## src/hw/rtl/independent_watchdog_core_macros.svh

```systemverilog
// Assertion macros shared by the watchdog RTL.
`ifndef INDEPENDENT_WATCHDOG_CORE_MACROS_SVH
`define INDEPENDENT_WATCHDOG_CORE_MACROS_SVH
`ifndef ASSERT_OFF
`define IWDG_ASSERT_IMPL(label, ante, cons) \
    label: assert property (@(posedge clk) disable iff (!rst_n) (ante) |-> (cons)) \
        else $error("watchdog assertion failed");
`define IWDG_ASSERT_NEXT(label, ante, cons) \
    label: assert property (@(posedge clk) disable iff (!rst_n) (ante) |=> (cons)) \
        else $error("watchdog assertion failed");
`else
`define IWDG_ASSERT_IMPL(label, ante, cons)
`define IWDG_ASSERT_NEXT(label, ante, cons)
`endif
`endif

```

## src/hw/rtl/iwdg_pkg.sv

```systemverilog
package iwdg_pkg;

    typedef enum logic [1:0] {
        MODE_READ  = 2'd0,
        MODE_WRITE = 2'd1,
        MODE_TICK  = 2'd2,
        MODE_NONE  = 2'd3
    } mode_t;

    localparam logic [3:0] OFF_KEY = 4'd0;
    localparam logic [3:0] OFF_PR  = 4'd4;
    localparam logic [3:0] OFF_RLR = 4'd8;
    localparam logic [3:0] OFF_SR  = 4'd12;

    localparam logic [15:0] KEY_RELOAD = 16'hAAAA;
    localparam logic [15:0] KEY_ENABLE = 16'hCCCC;
    localparam logic [15:0] KEY_UNLOCK = 16'h5555;

    localparam logic [2:0] SIZE_BYTE = 3'd1;

    localparam logic [1:0] FLAG_PVU = 2'b01;
    localparam logic [1:0] FLAG_RVU = 2'b10;

    localparam logic [11:0] RELOAD_RESET = 12'hFFF;
    localparam logic [2:0]  PR_MAX       = 3'd6;
    localparam logic [8:0]  BASE_DIV     = 9'd4;

    typedef struct packed {
        mode_t       mode;
        logic [3:0]  offset;
        logic [2:0]  access_bytes;
        logic [31:0] wdata;
    } item_t;

    typedef struct packed {
        logic        enabled;
        logic        restart;
        logic [2:0]  prescale_select;
        logic [11:0] reload_value;
    } ctrl_t;

endpackage

```

## src/hw/rtl/iwdg_regfile.sv

```systemverilog
module iwdg_regfile (
    input  logic                clk,
    input  logic                rst_n,
    input  logic                step,
    input  iwdg_pkg::item_t     item,
    output logic [11:0]         rdata,
    output iwdg_pkg::ctrl_t     ctrl
);

    logic [2:0]  prescale_reg;
    logic [2:0]  prescale_next;
    logic [11:0] reload_reg;
    logic [11:0] reload_next;
    logic        enabled_reg;
    logic        enabled_next;
    logic        unlocked_reg;
    logic        unlocked_next;
    logic [1:0]  status_reg;
    logic [1:0]  status_next;
    logic [15:0] key;
    logic        is_write;
    logic        is_tick;
    logic        key_write;
    logic        reg_write_ok;

    // A byte access keeps only the low byte, so it can never match a key.
    assign key = (item.access_bytes == iwdg_pkg::SIZE_BYTE) ?
                 {8'h00, item.wdata[7:0]} : item.wdata[15:0];

    assign is_write     = step && (item.mode == iwdg_pkg::MODE_WRITE);
    assign is_tick      = step && (item.mode == iwdg_pkg::MODE_TICK);
    assign key_write    = is_write && (item.offset == iwdg_pkg::OFF_KEY);
    assign reg_write_ok = is_write && unlocked_reg && !enabled_reg;

    always_comb
    begin
        prescale_next = prescale_reg;
        reload_next   = reload_reg;
        enabled_next  = enabled_reg;
        unlocked_next = unlocked_reg;
        status_next   = status_reg;
        if (is_tick)
        begin
            status_next = 2'b00;
        end
        if (key_write && (key == iwdg_pkg::KEY_UNLOCK))
        begin
            unlocked_next = 1'b1;
        end
        if (key_write && (key == iwdg_pkg::KEY_ENABLE))
        begin
            enabled_next  = 1'b1;
            unlocked_next = 1'b0;
        end
        if (reg_write_ok && (item.offset == iwdg_pkg::OFF_PR))
        begin
            prescale_next = item.wdata[2:0];
            status_next   = status_reg | iwdg_pkg::FLAG_PVU;
        end
        if (reg_write_ok && (item.offset == iwdg_pkg::OFF_RLR))
        begin
            reload_next = item.wdata[11:0];
            status_next = status_reg | iwdg_pkg::FLAG_RVU;
        end
    end

    always_ff @(posedge clk or negedge rst_n)
    begin
        if (!rst_n)
        begin
            prescale_reg <= 3'd0;
            reload_reg   <= iwdg_pkg::RELOAD_RESET;
            enabled_reg  <= 1'b0;
            unlocked_reg <= 1'b0;
            status_reg   <= 2'b00;
        end
        else
        begin
            prescale_reg <= prescale_next;
            reload_reg   <= reload_next;
            enabled_reg  <= enabled_next;
            unlocked_reg <= unlocked_next;
            status_reg   <= status_next;
        end
    end

    always_comb
    begin
        rdata = 12'd0;
        if (item.mode == iwdg_pkg::MODE_READ)
        begin
            case (item.offset)
                iwdg_pkg::OFF_PR:  rdata = {9'd0, prescale_reg};
                iwdg_pkg::OFF_RLR: rdata = (item.access_bytes == iwdg_pkg::SIZE_BYTE) ?
                                           {4'd0, reload_reg[7:0]} : reload_reg;
                iwdg_pkg::OFF_SR:  rdata = {10'd0, status_reg};
                default:           rdata = 12'd0;
            endcase
        end
    end

    assign ctrl.enabled         = enabled_reg;
    assign ctrl.restart         = key_write && (((key == iwdg_pkg::KEY_RELOAD) && enabled_reg) ||
                                                (key == iwdg_pkg::KEY_ENABLE));
    assign ctrl.prescale_select = prescale_reg;
    assign ctrl.reload_value    = reload_reg;

endmodule

```

## src/hw/rtl/iwdg_counter.sv

```systemverilog
`include "independent_watchdog_core_macros.svh"

module iwdg_counter (
    input  logic            clk,
    input  logic            rst_n,
    input  logic            tick,
    input  iwdg_pkg::ctrl_t ctrl,
    output logic            reset_request
);

    logic [7:0]  div_reg;
    logic [7:0]  div_next;
    logic [11:0] down_reg;
    logic [11:0] down_next;
    logic        counting_reg;
    logic        counting_next;
    logic [2:0]  sel;
    logic [8:0]  period;
    logic [8:0]  div_inc;
    logic        wrap;

    // Prescaler settings above six divide by 256, as six does.
    assign sel     = (ctrl.prescale_select > iwdg_pkg::PR_MAX) ?
                     iwdg_pkg::PR_MAX : ctrl.prescale_select;
    assign period  = iwdg_pkg::BASE_DIV << sel;
    assign div_inc = {1'b0, div_reg} + 9'd1;
    assign wrap    = (div_inc >= period);

    always_comb
    begin
        div_next      = div_reg;
        down_next     = down_reg;
        counting_next = counting_reg;
        reset_request = 1'b0;
        if (ctrl.restart)
        begin
            div_next      = 8'd0;
            down_next     = ctrl.reload_value;
            counting_next = 1'b1;
        end
        else if (tick && counting_reg)
        begin
            if (wrap)
            begin
                div_next = 8'd0;
                if (down_reg == 12'd0)
                begin
                    counting_next = 1'b0;
                    reset_request = 1'b1;
                end
                else
                begin
                    down_next = down_reg - 12'd1;
                end
            end
            else
            begin
                div_next = div_inc[7:0];
            end
        end
    end

    always_ff @(posedge clk or negedge rst_n)
    begin
        if (!rst_n)
        begin
            div_reg      <= 8'd0;
            down_reg     <= 12'd0;
            counting_reg <= 1'b0;
        end
        else
        begin
            div_reg      <= div_next;
            down_reg     <= down_next;
            counting_reg <= counting_next;
        end
    end

    `IWDG_ASSERT_NEXT(a_expiry_stops_count, reset_request, !counting_reg)
    `IWDG_ASSERT_IMPL(a_count_needs_enable, counting_reg, ctrl.enabled)
    `IWDG_ASSERT_IMPL(a_divider_in_period, counting_reg, ({1'b0, div_reg} < period))

endmodule

```

## src/hw/rtl/independent_watchdog_core.sv

```systemverilog
// Independent watchdog with a streaming interface. Each input word is a bus
// read, a bus write, one tick of the low-speed clock or no operation, chosen
// by s_tuser, and each gives exactly one output word holding the read data and
// the reset request. The block takes one word per clock cycle with nothing in
// between while the output is not stalled; a word passes an input register and
// then a result register before it is offered on the output. s_tready follows
// m_tready in the same cycle when both registers are full. Key 0x5555 unlocks
// the prescaler and reload registers, key 0xCCCC enables the watchdog and
// starts the countdown, and key 0xAAAA restarts it; expiry comes after
// (reload+1)*(4<<min(pr,6)) ticks, and counting then stops until a restart.
`include "independent_watchdog_core_macros.svh"

module independent_watchdog_core (
    input  logic        clk,
    input  logic        rst_n,
    input  logic        s_tvalid,
    output logic        s_tready,
    input  logic [39:0] s_tdata,   // offset[3:0], access_bytes[6:4], wdata[38:7]
    input  logic [1:0]  s_tuser,   // mode[1:0]
    output logic        m_tvalid,
    input  logic        m_tready,
    output logic [15:0] m_tdata    // rdata[11:0], reset_request[12]
);

    logic              in_valid_reg;
    logic              in_valid_next;
    iwdg_pkg::item_t   in_item_reg;
    logic              out_valid_reg;
    logic              out_valid_next;
    logic [12:0]       out_data_reg;
    logic              advance;
    logic              in_take;
    logic [11:0]       rdata;
    logic              reset_request;
    logic              tick;
    iwdg_pkg::ctrl_t   ctrl;

    assign advance  = in_valid_reg && (!out_valid_reg || m_tready);
    assign s_tready = !in_valid_reg || advance;
    assign in_take  = s_tvalid && s_tready;
    assign tick     = advance && (in_item_reg.mode == iwdg_pkg::MODE_TICK);

    always_comb
    begin
        in_valid_next = in_valid_reg;
        if (in_take)
        begin
            in_valid_next = 1'b1;
        end
        else if (advance)
        begin
            in_valid_next = 1'b0;
        end
        out_valid_next = out_valid_reg;
        if (advance)
        begin
            out_valid_next = 1'b1;
        end
        else if (m_tready)
        begin
            out_valid_next = 1'b0;
        end
    end

    always_ff @(posedge clk or negedge rst_n)
    begin
        if (!rst_n)
        begin
            in_valid_reg  <= 1'b0;
            out_valid_reg <= 1'b0;
        end
        else
        begin
            in_valid_reg  <= in_valid_next;
            out_valid_reg <= out_valid_next;
        end
    end

    always_ff @(posedge clk)
    begin
        if (in_take)
        begin
            in_item_reg.mode         <= iwdg_pkg::mode_t'(s_tuser);
            in_item_reg.offset       <= s_tdata[3:0];
            in_item_reg.access_bytes <= s_tdata[6:4];
            in_item_reg.wdata        <= s_tdata[38:7];
        end
        if (advance)
        begin
            out_data_reg <= {reset_request, rdata};
        end
    end

    iwdg_regfile u_regfile (
        .clk   (clk),
        .rst_n (rst_n),
        .step  (advance),
        .item  (in_item_reg),
        .rdata (rdata),
        .ctrl  (ctrl)
    );

    iwdg_counter u_counter (
        .clk           (clk),
        .rst_n         (rst_n),
        .tick          (tick),
        .ctrl          (ctrl),
        .reset_request (reset_request)
    );

    assign m_tvalid = out_valid_reg;
    assign m_tdata  = {3'b000, out_data_reg};

    `IWDG_ASSERT_NEXT(a_held_word_kept, in_valid_reg && !advance,
                      in_valid_reg && $stable(in_item_reg))
    `IWDG_ASSERT_IMPL(a_request_only_on_tick, reset_request, tick)

endmodule
```

## config.mk

```make
export PLATFORM = sky130hd
export DESIGN_NAME = independent_watchdog_core
export DESIGN_NICKNAME = d
export VERILOG_FILES = /design/src/hw/rtl/iwdg_pkg.sv /design/src/hw/rtl/iwdg_regfile.sv /design/src/hw/rtl/iwdg_counter.sv /design/src/hw/rtl/independent_watchdog_core.sv
export VERILOG_INCLUDE_DIRS = /design/src /design/src/hw/rtl
export SDC_FILE = /design/constraint.sdc
export NUM_CORES = 1
export LEC_CHECK = 0
export BUFFER_PORTS_ARGS = -buffer_cell sky130_fd_sc_hd__buf_2
export CAP_MARGIN = 20
export CELL_PAD_IN_SITES_DETAIL_PLACEMENT = 1
export CELL_PAD_IN_SITES_GLOBAL_PLACEMENT = 2
export CORE_MARGIN = 2
export CORE_UTILIZATION = 42
export DETAILED_ROUTE_END_ITERATION = 8
export PLACE_DENSITY_LB_ADDON = 0.05
export SLEW_MARGIN = 10
export SYNTH_ARGS = -nofsm -noshare
export SYNTH_HDL_FRONTEND = slang
export SYNTH_HIERARCHICAL = 1
export SYNTH_SLANG_ARGS = --single-unit
```

## constraint.sdc

```tcl
create_clock -name clk -period 7.3 [get_ports clk]
set_input_delay 1.46 -clock clk [delete_from_list [all_inputs] [get_ports clk]]
set_output_delay 1.46 -clock clk [all_outputs]
set_load 0.01 [all_outputs]
```

==> results.sh, run 1 <==
export IMPL_run_status="complete, no violations"
export IMPL_drt_iter0_drc=61
export IMPL_ys_warn_count=6
export IMPL_syn_inst_count=309
export IMPL_globalplace_congestion=0.787
export IMPL_postCtsHoldBufs=0
export IMPL_antenna_diode_count=0
export IMPL_critical_path_slowest_cell="and2_1"
export IMPL_first_global_vias=2668
export IMPL_cp_slowest_stage_delay_ps=650
export IMPL_die_area_um2=9870
export IMPL_hold_start="u_regfile/enabled_reg"
export IMPL_first_pass_iters=5
export IMPL_grt_setup_unrepaired="no"
export IMPL_timing_critical_path_to_type="flip-flop"
export IMPL_crit_arrival_ps=4790
export IMPL_fin_skew_ps=9.63
export IMPL_place_detailed_hpwl_um=5910
export IMPL_timing_reg2reg_setup_slack_ps=3540
export IMPL_worst_path_class_setup="in -> reg"
export IMPL_hold_depth=1
export IMPL_placement_rows=34
export IMPL_min_delay_path_class="reg -> reg"
export IMPL_final_layout_size_suffix_gt1_frac=0.274
export IMPL_cp_bufs_invs=2
export IMPL_slew_headroom=0.344
export IMPL_rr_endpoint="u_counter/div_reg[2]"
export IMPL_grt_start_max_net_pins=43
export IMPL_clock_latency_on_the_worst_skew_pair_ps=350
export IMPL_finalHoldViolCount=0
export IMPL_ant_nets=0
export IMPL_area_of_placed_instances_um2=4120
export IMPL_clock_path_buffers=2
export IMPL_min_to="u_regfile/enabled_reg"
export IMPL_grt_overflow_total=0
export IMPL_largest_reg_flops=25
export IMPL_postCtsSetupBuffers=0
export IMPL_crit_path_cell_trace="buf_2 > nand2b_1 > and2_1 > nand3b_1 > or4b_1 > nand3b_1 > a21oi_1 > inv_1 > nand2_1 > o21ai_0 > a21o_1"
export IMPL_worst_setup_hold_path_clk_slew_ps=80
export IMPL_initial_core_utilization=0.436
export IMPL_power_per_cell_area_nw_per_um2=201
export IMPL_setup_ws_post_layout_ps=2750
export IMPL_slew_at_the_pin_closest_to_its_max_slew_limit_ps=984
export IMPL_most_common_layout_cells="buf_2 (43), edfxtp_1 (38), dfrtp_1 (30)"
export IMPL_syn_to_final_growth_pct=13.7
export IMPL_fmax_ghz=0.220
export IMPL_holdWs_ps=496
export IMPL_final_cell_area_um2=4340
export IMPL_most_frequent_standard_cell_in_the_layout_excluding_fill_and_tap_cells="buf_2"
export IMPL_initial_antenna_violation_count=0
export IMPL_ctsRootBufferMaster="clkbuf_8"
export IMPL_r2r_start="m_tvalid"
export IMPL_grt_first_pass_wirelength_um=13400
export IMPL_critical_path_max_fanout=16
export IMPL_io_buffer_count=43
export IMPL_final_setup_viol_count=0
export IMPL_ctsHtreeMaxLevel=3
export IMPL_final_period_utilization=0.623
export IMPL_drt_total_wl_um=8010
export IMPL_cts_num_sinks=80
export IMPL_gr_usage_all_layers=0.177
export IMPL_critical_path_startpoint_type="primary input"
export IMPL_drt_drc_violations_left=0
export IMPL_floorplan_core_area_um2=8760
export IMPL_cts_tree="done"
export IMPL_cpMostUsedCell="nand3b_1"
export IMPL_detail_route_vias_per_cell=5.41
export IMPL_post_synth_cell_area_avg_um2=12.4
export IMPL_tns_ps=0
export IMPL_routed_via_count=2538
export IMPL_detail_route_wl_per_cell_um=17.1
export IMPL_required_ps=7540
export IMPL_p_leak_nw=1.80
export IMPL_finalWorstPathRequiredPeriod_ps=4550
export IMPL_cap_viol_max_count=0
export IMPL_ioPinCount=64
export IMPL_finalMaxSlewViolations=0
export IMPL_post_cts_resize_count=0
export IMPL_timing_reg2reg_worst_path_depth=10
export IMPL_fp_dieW_um=99.4
export IMPL_cts_made_buffers=9
export IMPL_path_delay_family="simple AND/OR/NAND/NOR gates"
export IMPL_post_synthesis_cell_area_um2=3820
export IMPL_chipHeight_um=99.4
export IMPL_worst_setup_slack_post_dpl_ps=2330
export IMPL_number_of_nets_in_the_layout=411
export IMPL_worst_ir_drop_vdd_uv=164
worst max path at each step:
stage	startpoint	end	slack, ps	depth (start not counted)
2_1_floorplan	m_tready	u_counter/div_reg[2]	3420	11
3_3_place_gp	m_tready	u_counter/div_reg[2]	2360	11
3_5_place_dp	m_tready	u_counter/div_reg[2]	2330	11
4_1_cts	m_tready	u_counter/div_reg[2]	2710	11
5_1_grt	m_tready	u_counter/div_reg[2]	2380	11
6_report	m_tready	u_counter/div_reg[2]	2750	11
per-stage QoR:
| stage | util | power, W | cells |
|---|---|---|---|
| finish | 0.495 | 0.000871 | 469 |
| global route | 0.495 | 0.000908 | 469 |
| CTS | 0.493 | 0.000883 | 467 |
| detailed placement | 0.470 | 0.000545 | 451 |
| global placement | 0.470 | 0.000543 | 451 |
| floorplan | - | 0.000522 | 311 |
area by class of cell:
cell class                 instances  area (µm²)
multi-input combinational        215        1540
clock buffer                       9         124
tap                              108         135
inverter                           4        15.0
sequential                        80        2210
clock inverter                     7        77.6
fill                             931        4420
timing repair buffer              46         245
routing by layer:
metal | vias up | global-route usage | wire length, µm
met2 | 45 | 0.295 | 3860
met4 | 0 | 0.0695 | 108
met5 | - | 0 | 0
met3 | 9 | 0.0274 | 222
met1 | 1226 | 0.232 | 3820
li1 | 1258 | - | -
report_power, final:
| group | total [W] | internal [W] | switching (W) | leakage [nW] |
|---|---|---|---|---|
| combinational | 0.0000365 | 0.0000148 | 0.0000217 | 0.796 |
| clock | 0.000335 | 0.000162 | 0.000174 | 0.101 |
| sequential | 0.000499 | 0.000490 | 0.00000897 | 0.907 |
| total | 0.000871 | 0.000666 | 0.000204 | 1.80 |
No activity file was read; power rests on OpenSTA's default activity.
==> run 2, diff against run 1 <==
ABC_AREA = 1   (was unset)
CORE_UTILIZATION = 32   (was 42)
clock period = 3.7 ns   (was 7.3 ns; I/O delays follow)
==> run 2 against run 1 <==
Compared with the run above:
- worst setup slack got worse by 1700 ps
- critical path depth rose by 3
- non-clock buffer count did not move
- final area rose by 11%
- hold slack got worse by 190 ps
- final cell count rose by 50%
- largest power group unchanged
- highest routed layer unchanged
==> results.sh, run 2 <==
export IMPL_run_status="complete, no violations"
export IMPL_chipHeight_um=118
export IMPL_critical_path_max_fanout=12
export IMPL_ctsHtreeMaxLevel=3
export IMPL_slew_headroom=0.407
export IMPL_postCtsHoldBufs=0
export IMPL_worst_setup_hold_path_clk_slew_ps=60
export IMPL_io_buffer_count=43
export IMPL_setup_ws_post_layout_ps=1030
export IMPL_filler_cell_count=1509
export IMPL_finalWorstPathRequiredPeriod_ps=2670
export IMPL_required_ps=3990
export IMPL_die_area_um2=13800
export IMPL_grt_start_max_net_pins=43
export IMPL_initial_antenna_violation_count=0
export IMPL_drt_drc_violations_left=0
export IMPL_cts_num_sinks=80
export IMPL_placement_rows=41
export IMPL_cpMostUsedCell="nand2_1"
export IMPL_cp_slowest_stage_delay_ps=390
export IMPL_crit_arrival_ps=2960
export IMPL_grt_overflow_total=0
export IMPL_ant_nets=0
export IMPL_critical_path_startpoint_type="flip-flop"
export IMPL_place_detailed_hpwl_um=7160
export IMPL_cts_made_buffers=9
export IMPL_timing_reg2reg_worst_path_depth=14
export IMPL_post_synth_cell_area_avg_um2=8.62
export IMPL_area_of_the_multi_input_gates_um2=1590
export IMPL_worst_path_class_setup="reg -> reg"
export IMPL_critical_path_slowest_cell="dfrtp_1"
export IMPL_tns_ps=0
export IMPL_layout_area_seq_um2=2210
export IMPL_cts_tree="done"
export IMPL_power_per_cell_area_nw_per_um2=412
export IMPL_fp_dieW_um=118
export IMPL_routed_via_count=3153
export IMPL_postCtsSetupBuffers=0
export IMPL_first_pass_iters=4
export IMPL_min_delay_path_class="in -> async"
export IMPL_gr_usage_all_layers=0.154
export IMPL_antenna_diode_count=0
export IMPL_p_leak_nw=2.28
export IMPL_timing_critical_path_to_type="flip-flop"
export IMPL_final_cell_area_um2=4810
export IMPL_final_layout_size_suffix_gt1_frac=0.201
export IMPL_ys_warn_count=6
export IMPL_ioPinCount=64
export IMPL_finalHoldViolCount=0
export IMPL_ctsRootBufferMaster="clkbuf_16"
export IMPL_crit_path_cell_trace="ha_1 > nand2_1 > nor2_1 > nand3_1 > xor2_1 > inv_1 > ha_1 > nand2_1 > a21oi_1 > nor2_2 > nand4_2 > nand2_4 > nand2_1 > nand2_1"
export IMPL_final_setup_viol_count=0
export IMPL_post_cts_resize_count=0
export IMPL_cap_viol_max_count=0
export IMPL_worst_ir_drop_vdd_uv=217
export IMPL_fin_skew_ps=7.79
export IMPL_clock_latency_on_the_worst_skew_pair_ps=350
export IMPL_largest_reg_flops=25
export IMPL_worst_setup_slack_post_dpl_ps=720
export IMPL_clock_path_buffers=2
export IMPL_slew_at_the_pin_closest_to_its_max_slew_limit_ps=888
export IMPL_holdWs_ps=311
export IMPL_fmax_ghz=0.374
export IMPL_detail_route_wl_per_cell_um=13.7
export IMPL_post_synthesis_cell_area_um2=4120
export IMPL_finalMaxSlewViolations=0
export IMPL_syn_inst_count=478
export IMPL_syn_to_final_growth_pct=16.7
export IMPL_globalplace_congestion=0.732
export IMPL_most_frequent_standard_cell_in_the_layout_excluding_fill_and_tap_cells="nand2_1"
export IMPL_floorplan_core_area_um2=12600
export IMPL_area_of_placed_instances_um2=4500
export IMPL_drt_iter0_drc=134
export IMPL_number_of_nets_in_the_layout=583
export IMPL_initial_core_utilization=0.327
export IMPL_first_global_vias=3316
export IMPL_detail_route_vias_per_cell=4.47
export IMPL_final_period_utilization=0.723
export IMPL_power_w=0.00198
export IMPL_drt_total_wl_um=9660
export IMPL_grt_setup_unrepaired="no"
export IMPL_most_common_layout_cells="nand2_1 (150), inv_1 (65), nor2_1 (49)"
export IMPL_grt_first_pass_wirelength_um=16600
## run 2: metrics by stage
step,util,std cells
after floorplan,-,480
after global placement,0.357,688
after detailed placement,0.357,688
after CTS,0.380,704
after global routing,0.381,705
final,0.381,705
## run 2: where the power goes
group	total [W]	leakage [nW]	internal (W)	switching [W]
clock network	0.000890	0.143	0.000523	0.000367
registers	0.000990	0.890	0.000973	0.0000169
logic	0.000103	1.25	0.0000340	0.0000688
## run 2: final timing paths
check | start | end | slack (ps)
max reg2reg | u_counter/div_reg[0] | u_counter/down_reg[4] | 1030
max in group asynchronous | rst_n | u_regfile/reload_reg[1] | 2810
min reg2reg | u_counter/down_reg[1] | u_counter/down_reg[1] | 470
max | u_counter/div_reg[0] | u_counter/down_reg[4] | 1030
min | rst_n | u_counter/div_reg[0] | 310
min in group clk | u_counter/down_reg[1] | u_counter/down_reg[1] | 470
## run 2: cell type report
cell class,instances,area share
clock inverter,5,0.0120
clock buffer,11,0.0484
timing repair buffer,46,0.0520
sequential,80,0.459
tap,172,0.0447
inverter,68,0.0536
multi-input combinational,323,0.331
## run 2: worst max-delay path: cells and delay by family (launching register included)
family / cells / cell delay, ps
adders and majority gates: 2 / 500
AOI/OAI and AO/OA: 1 / 60
and+or+nand+nor: 9 / 1400
xor gates and xnor gates: 1 / 180
DFF: 1 / 390
buffers and inverters: 1 / 60
## run 2: layer usage
| layer | vias to the layer above | global-route usage | share of wire | wire length, µm |
|---|---|---|---|---|
| met2 | 40 | 0.254 | 0.47 | 4560 |
| li1 | 1615 | - | - | - |
| met5 | - | 0 | 0 | 0 |
| met1 | 1486 | 0.197 | 0.48 | 4680 |
| met3 | 12 | 0.0237 | 0.021 | 203 |
| met4 | 0 | 0.0745 | 0.022 | 214 |
==> run 3, diff against run 2 <==
CORE_UTILIZATION = 36   (was 32)
clock period = 2.8 ns   (was 3.7 ns; I/O delays follow)
==> run 3 against run 2 <==
Compared with the run above:
- final cell count shrank 3.5%
- utilization increased by 4.4 points
- worst setup slack got worse by 740 ps
- fmax rose by 6.4%
- final area fell by 0.44%
- critical path type unchanged
==> results.sh, run 3 (same netlist as run 2, synthesis figures left out) <==
export IMPL_p_leak_nw=2.28
export IMPL_fp_dieW_um=111
export IMPL_io_buffer_count=43
export IMPL_worst_path_class_setup="reg -> reg"
export IMPL_required_ps=3080
export IMPL_drt_iter0_drc=97
export IMPL_initial_core_utilization=0.366
export IMPL_area_of_the_multi_input_gates_um2=1600
export IMPL_cts_tree="done"
export IMPL_tns_ps=0
export IMPL_critical_path_startpoint_type="flip-flop"
export IMPL_globalplace_congestion=0.776
export IMPL_grt_first_pass_wirelength_um=15800
export IMPL_slew_headroom=0.428
export IMPL_detail_route_vias_per_cell=4.65
export IMPL_largest_reg_flops=25
export IMPL_ctsRootBufferMaster="clkbuf_16"
export IMPL_initial_antenna_violation_count=0
export IMPL_ctsHtreeMaxLevel=3
export IMPL_finalWorstPathRequiredPeriod_ps=2510
export IMPL_first_pass_iters=4
export IMPL_final_layout_size_suffix_gt1_frac=0.212
export IMPL_fmax_ghz=0.398
export IMPL_worst_setup_hold_path_clk_slew_ps=60
export IMPL_worst_ir_drop_vdd_uv=426
export IMPL_layout_area_seq_um2=2210
export IMPL_cts_made_buffers=9
export IMPL_crit_arrival_ps=2790
export IMPL_first_global_vias=3204
export IMPL_fin_skew_ps=6.71
export IMPL_antenna_diode_count=0
export IMPL_detail_route_wl_per_cell_um=13.7
export IMPL_drt_total_wl_um=9320
export IMPL_timing_critical_path_to_type="flip-flop"
export IMPL_placement_rows=39
export IMPL_routed_via_count=3162
export IMPL_finalHoldViolCount=0
export IMPL_ant_nets=0
export IMPL_cts_num_sinks=80
export IMPL_die_area_um2=12300
export IMPL_setup_ws_post_layout_ps=287
export IMPL_most_common_layout_cells="nand2_1 (150), inv_1 (65), nor2_1 (49)"
export IMPL_power_w=0.00252
export IMPL_finalMaxSlewViolations=0
export IMPL_place_detailed_hpwl_um=7240
export IMPL_gr_usage_all_layers=0.162
export IMPL_final_setup_viol_count=0
export IMPL_grt_overflow_total=0
export IMPL_worst_setup_slack_post_dpl_ps=160
export IMPL_grt_setup_unrepaired="yes"
export IMPL_timing_reg2reg_setup_slack_ps=290
export IMPL_syn_to_final_growth_pct=16.2
export IMPL_critical_path_max_fanout=4
export IMPL_drt_drc_violations_left=0
export IMPL_grt_start_max_net_pins=26
export IMPL_power_per_cell_area_nw_per_um2=527
export IMPL_slew_at_the_pin_closest_to_its_max_slew_limit_ps=856
export IMPL_clock_path_buffers=2
export IMPL_final_period_utilization=0.897
export IMPL_min_delay_path_class="in -> async"
export IMPL_ioPinCount=64
export IMPL_cap_viol_max_count=0
export IMPL_chipHeight_um=111
export IMPL_clock_latency_on_the_worst_skew_pair_ps=340
export IMPL_most_frequent_standard_cell_in_the_layout_excluding_fill_and_tap_cells="nand2_1"
export IMPL_floorplan_core_area_um2=11300
export IMPL_number_of_nets_in_the_layout=587
export IMPL_filler_cell_count=1361
export IMPL_run_status="complete, no violations"
run 3: final timing paths:
path | from | end | depth (start not counted)
min in group clk | s_tdata[3] | in_item_reg[38] | 1
min | rst_n | u_counter/down_reg[11] | 1
max | u_counter/div_reg[0] | u_counter/down_reg[9] | 15
max reg2reg | u_counter/div_reg[0] | u_counter/down_reg[9] | 15
max in group asynchronous | rst_n | u_regfile/reload_reg[0] | 2
min reg2reg | u_counter/down_reg[1] | u_counter/down_reg[1] | 2
run 3: what timing repair did:
action | in CTS | in global routing
hold endpoints to repair | 0 | 0
hold buffers | 0 | 0
resized for setup | 0 | 2
setup endpoints to repair | 0 | 10
buffers inserted | 0 | 1
run 3: per-stage QoR:
step / area [µm²] / utilization / hold slack, ps / cells
after floorplan: 4130 / - / 264 / 480
after global placement: 4500 / 0.399 / 460 / 663
after detailed placement: 4500 / 0.399 / 470 / 663
after CTS: 4770 / 0.423 / 125 / 679
after global routing: 4790 / 0.425 / 134 / 680
final: 4790 / 0.425 / 122 / 680
run 3: per-layer routing:
layer / vias up / routed length [µm] / track usage
li1: 1624 / - / -
met1: 1485 / 4400 / 0.209
met2: 44 / 4510 / 0.272
met3: 9 / 303 / 0.0448
met4: 0 / 99 / 0.0370
met5: - / 0 / 0
run 3: report_power, final:
group	internal, W	switching (W)
sequential	0.00129	0.0000222
clock	0.000605	0.000476
combinational	0.0000439	0.0000900
total	0.00194	0.000588
run 3: area by class of cell:
cell class,count,share of cell area
Multi-Input combinational cell,323,0.335
Inverter,68,0.0538
Tap cell,143,0.0373
Timing Repair Buffer,50,0.0559
Clock inverter,6,0.00966
Sequential cell,80,0.461
Clock buffer,10,0.0478
run 3: critical path, cell delays in order, from the launching register on:
cell and delay, ps:
dfrtp_1 390, ha_1 200, nand2_1 60, nor2_1 170, nand3_1 180, xor2_2 200
inv_1 70, ha_1 300, nand2_1 70, nor2_1 160, nand2_1 130, nand3_1 130
nor2_1 50, nor2_1 200, nand2_1 80, nand2_1 70
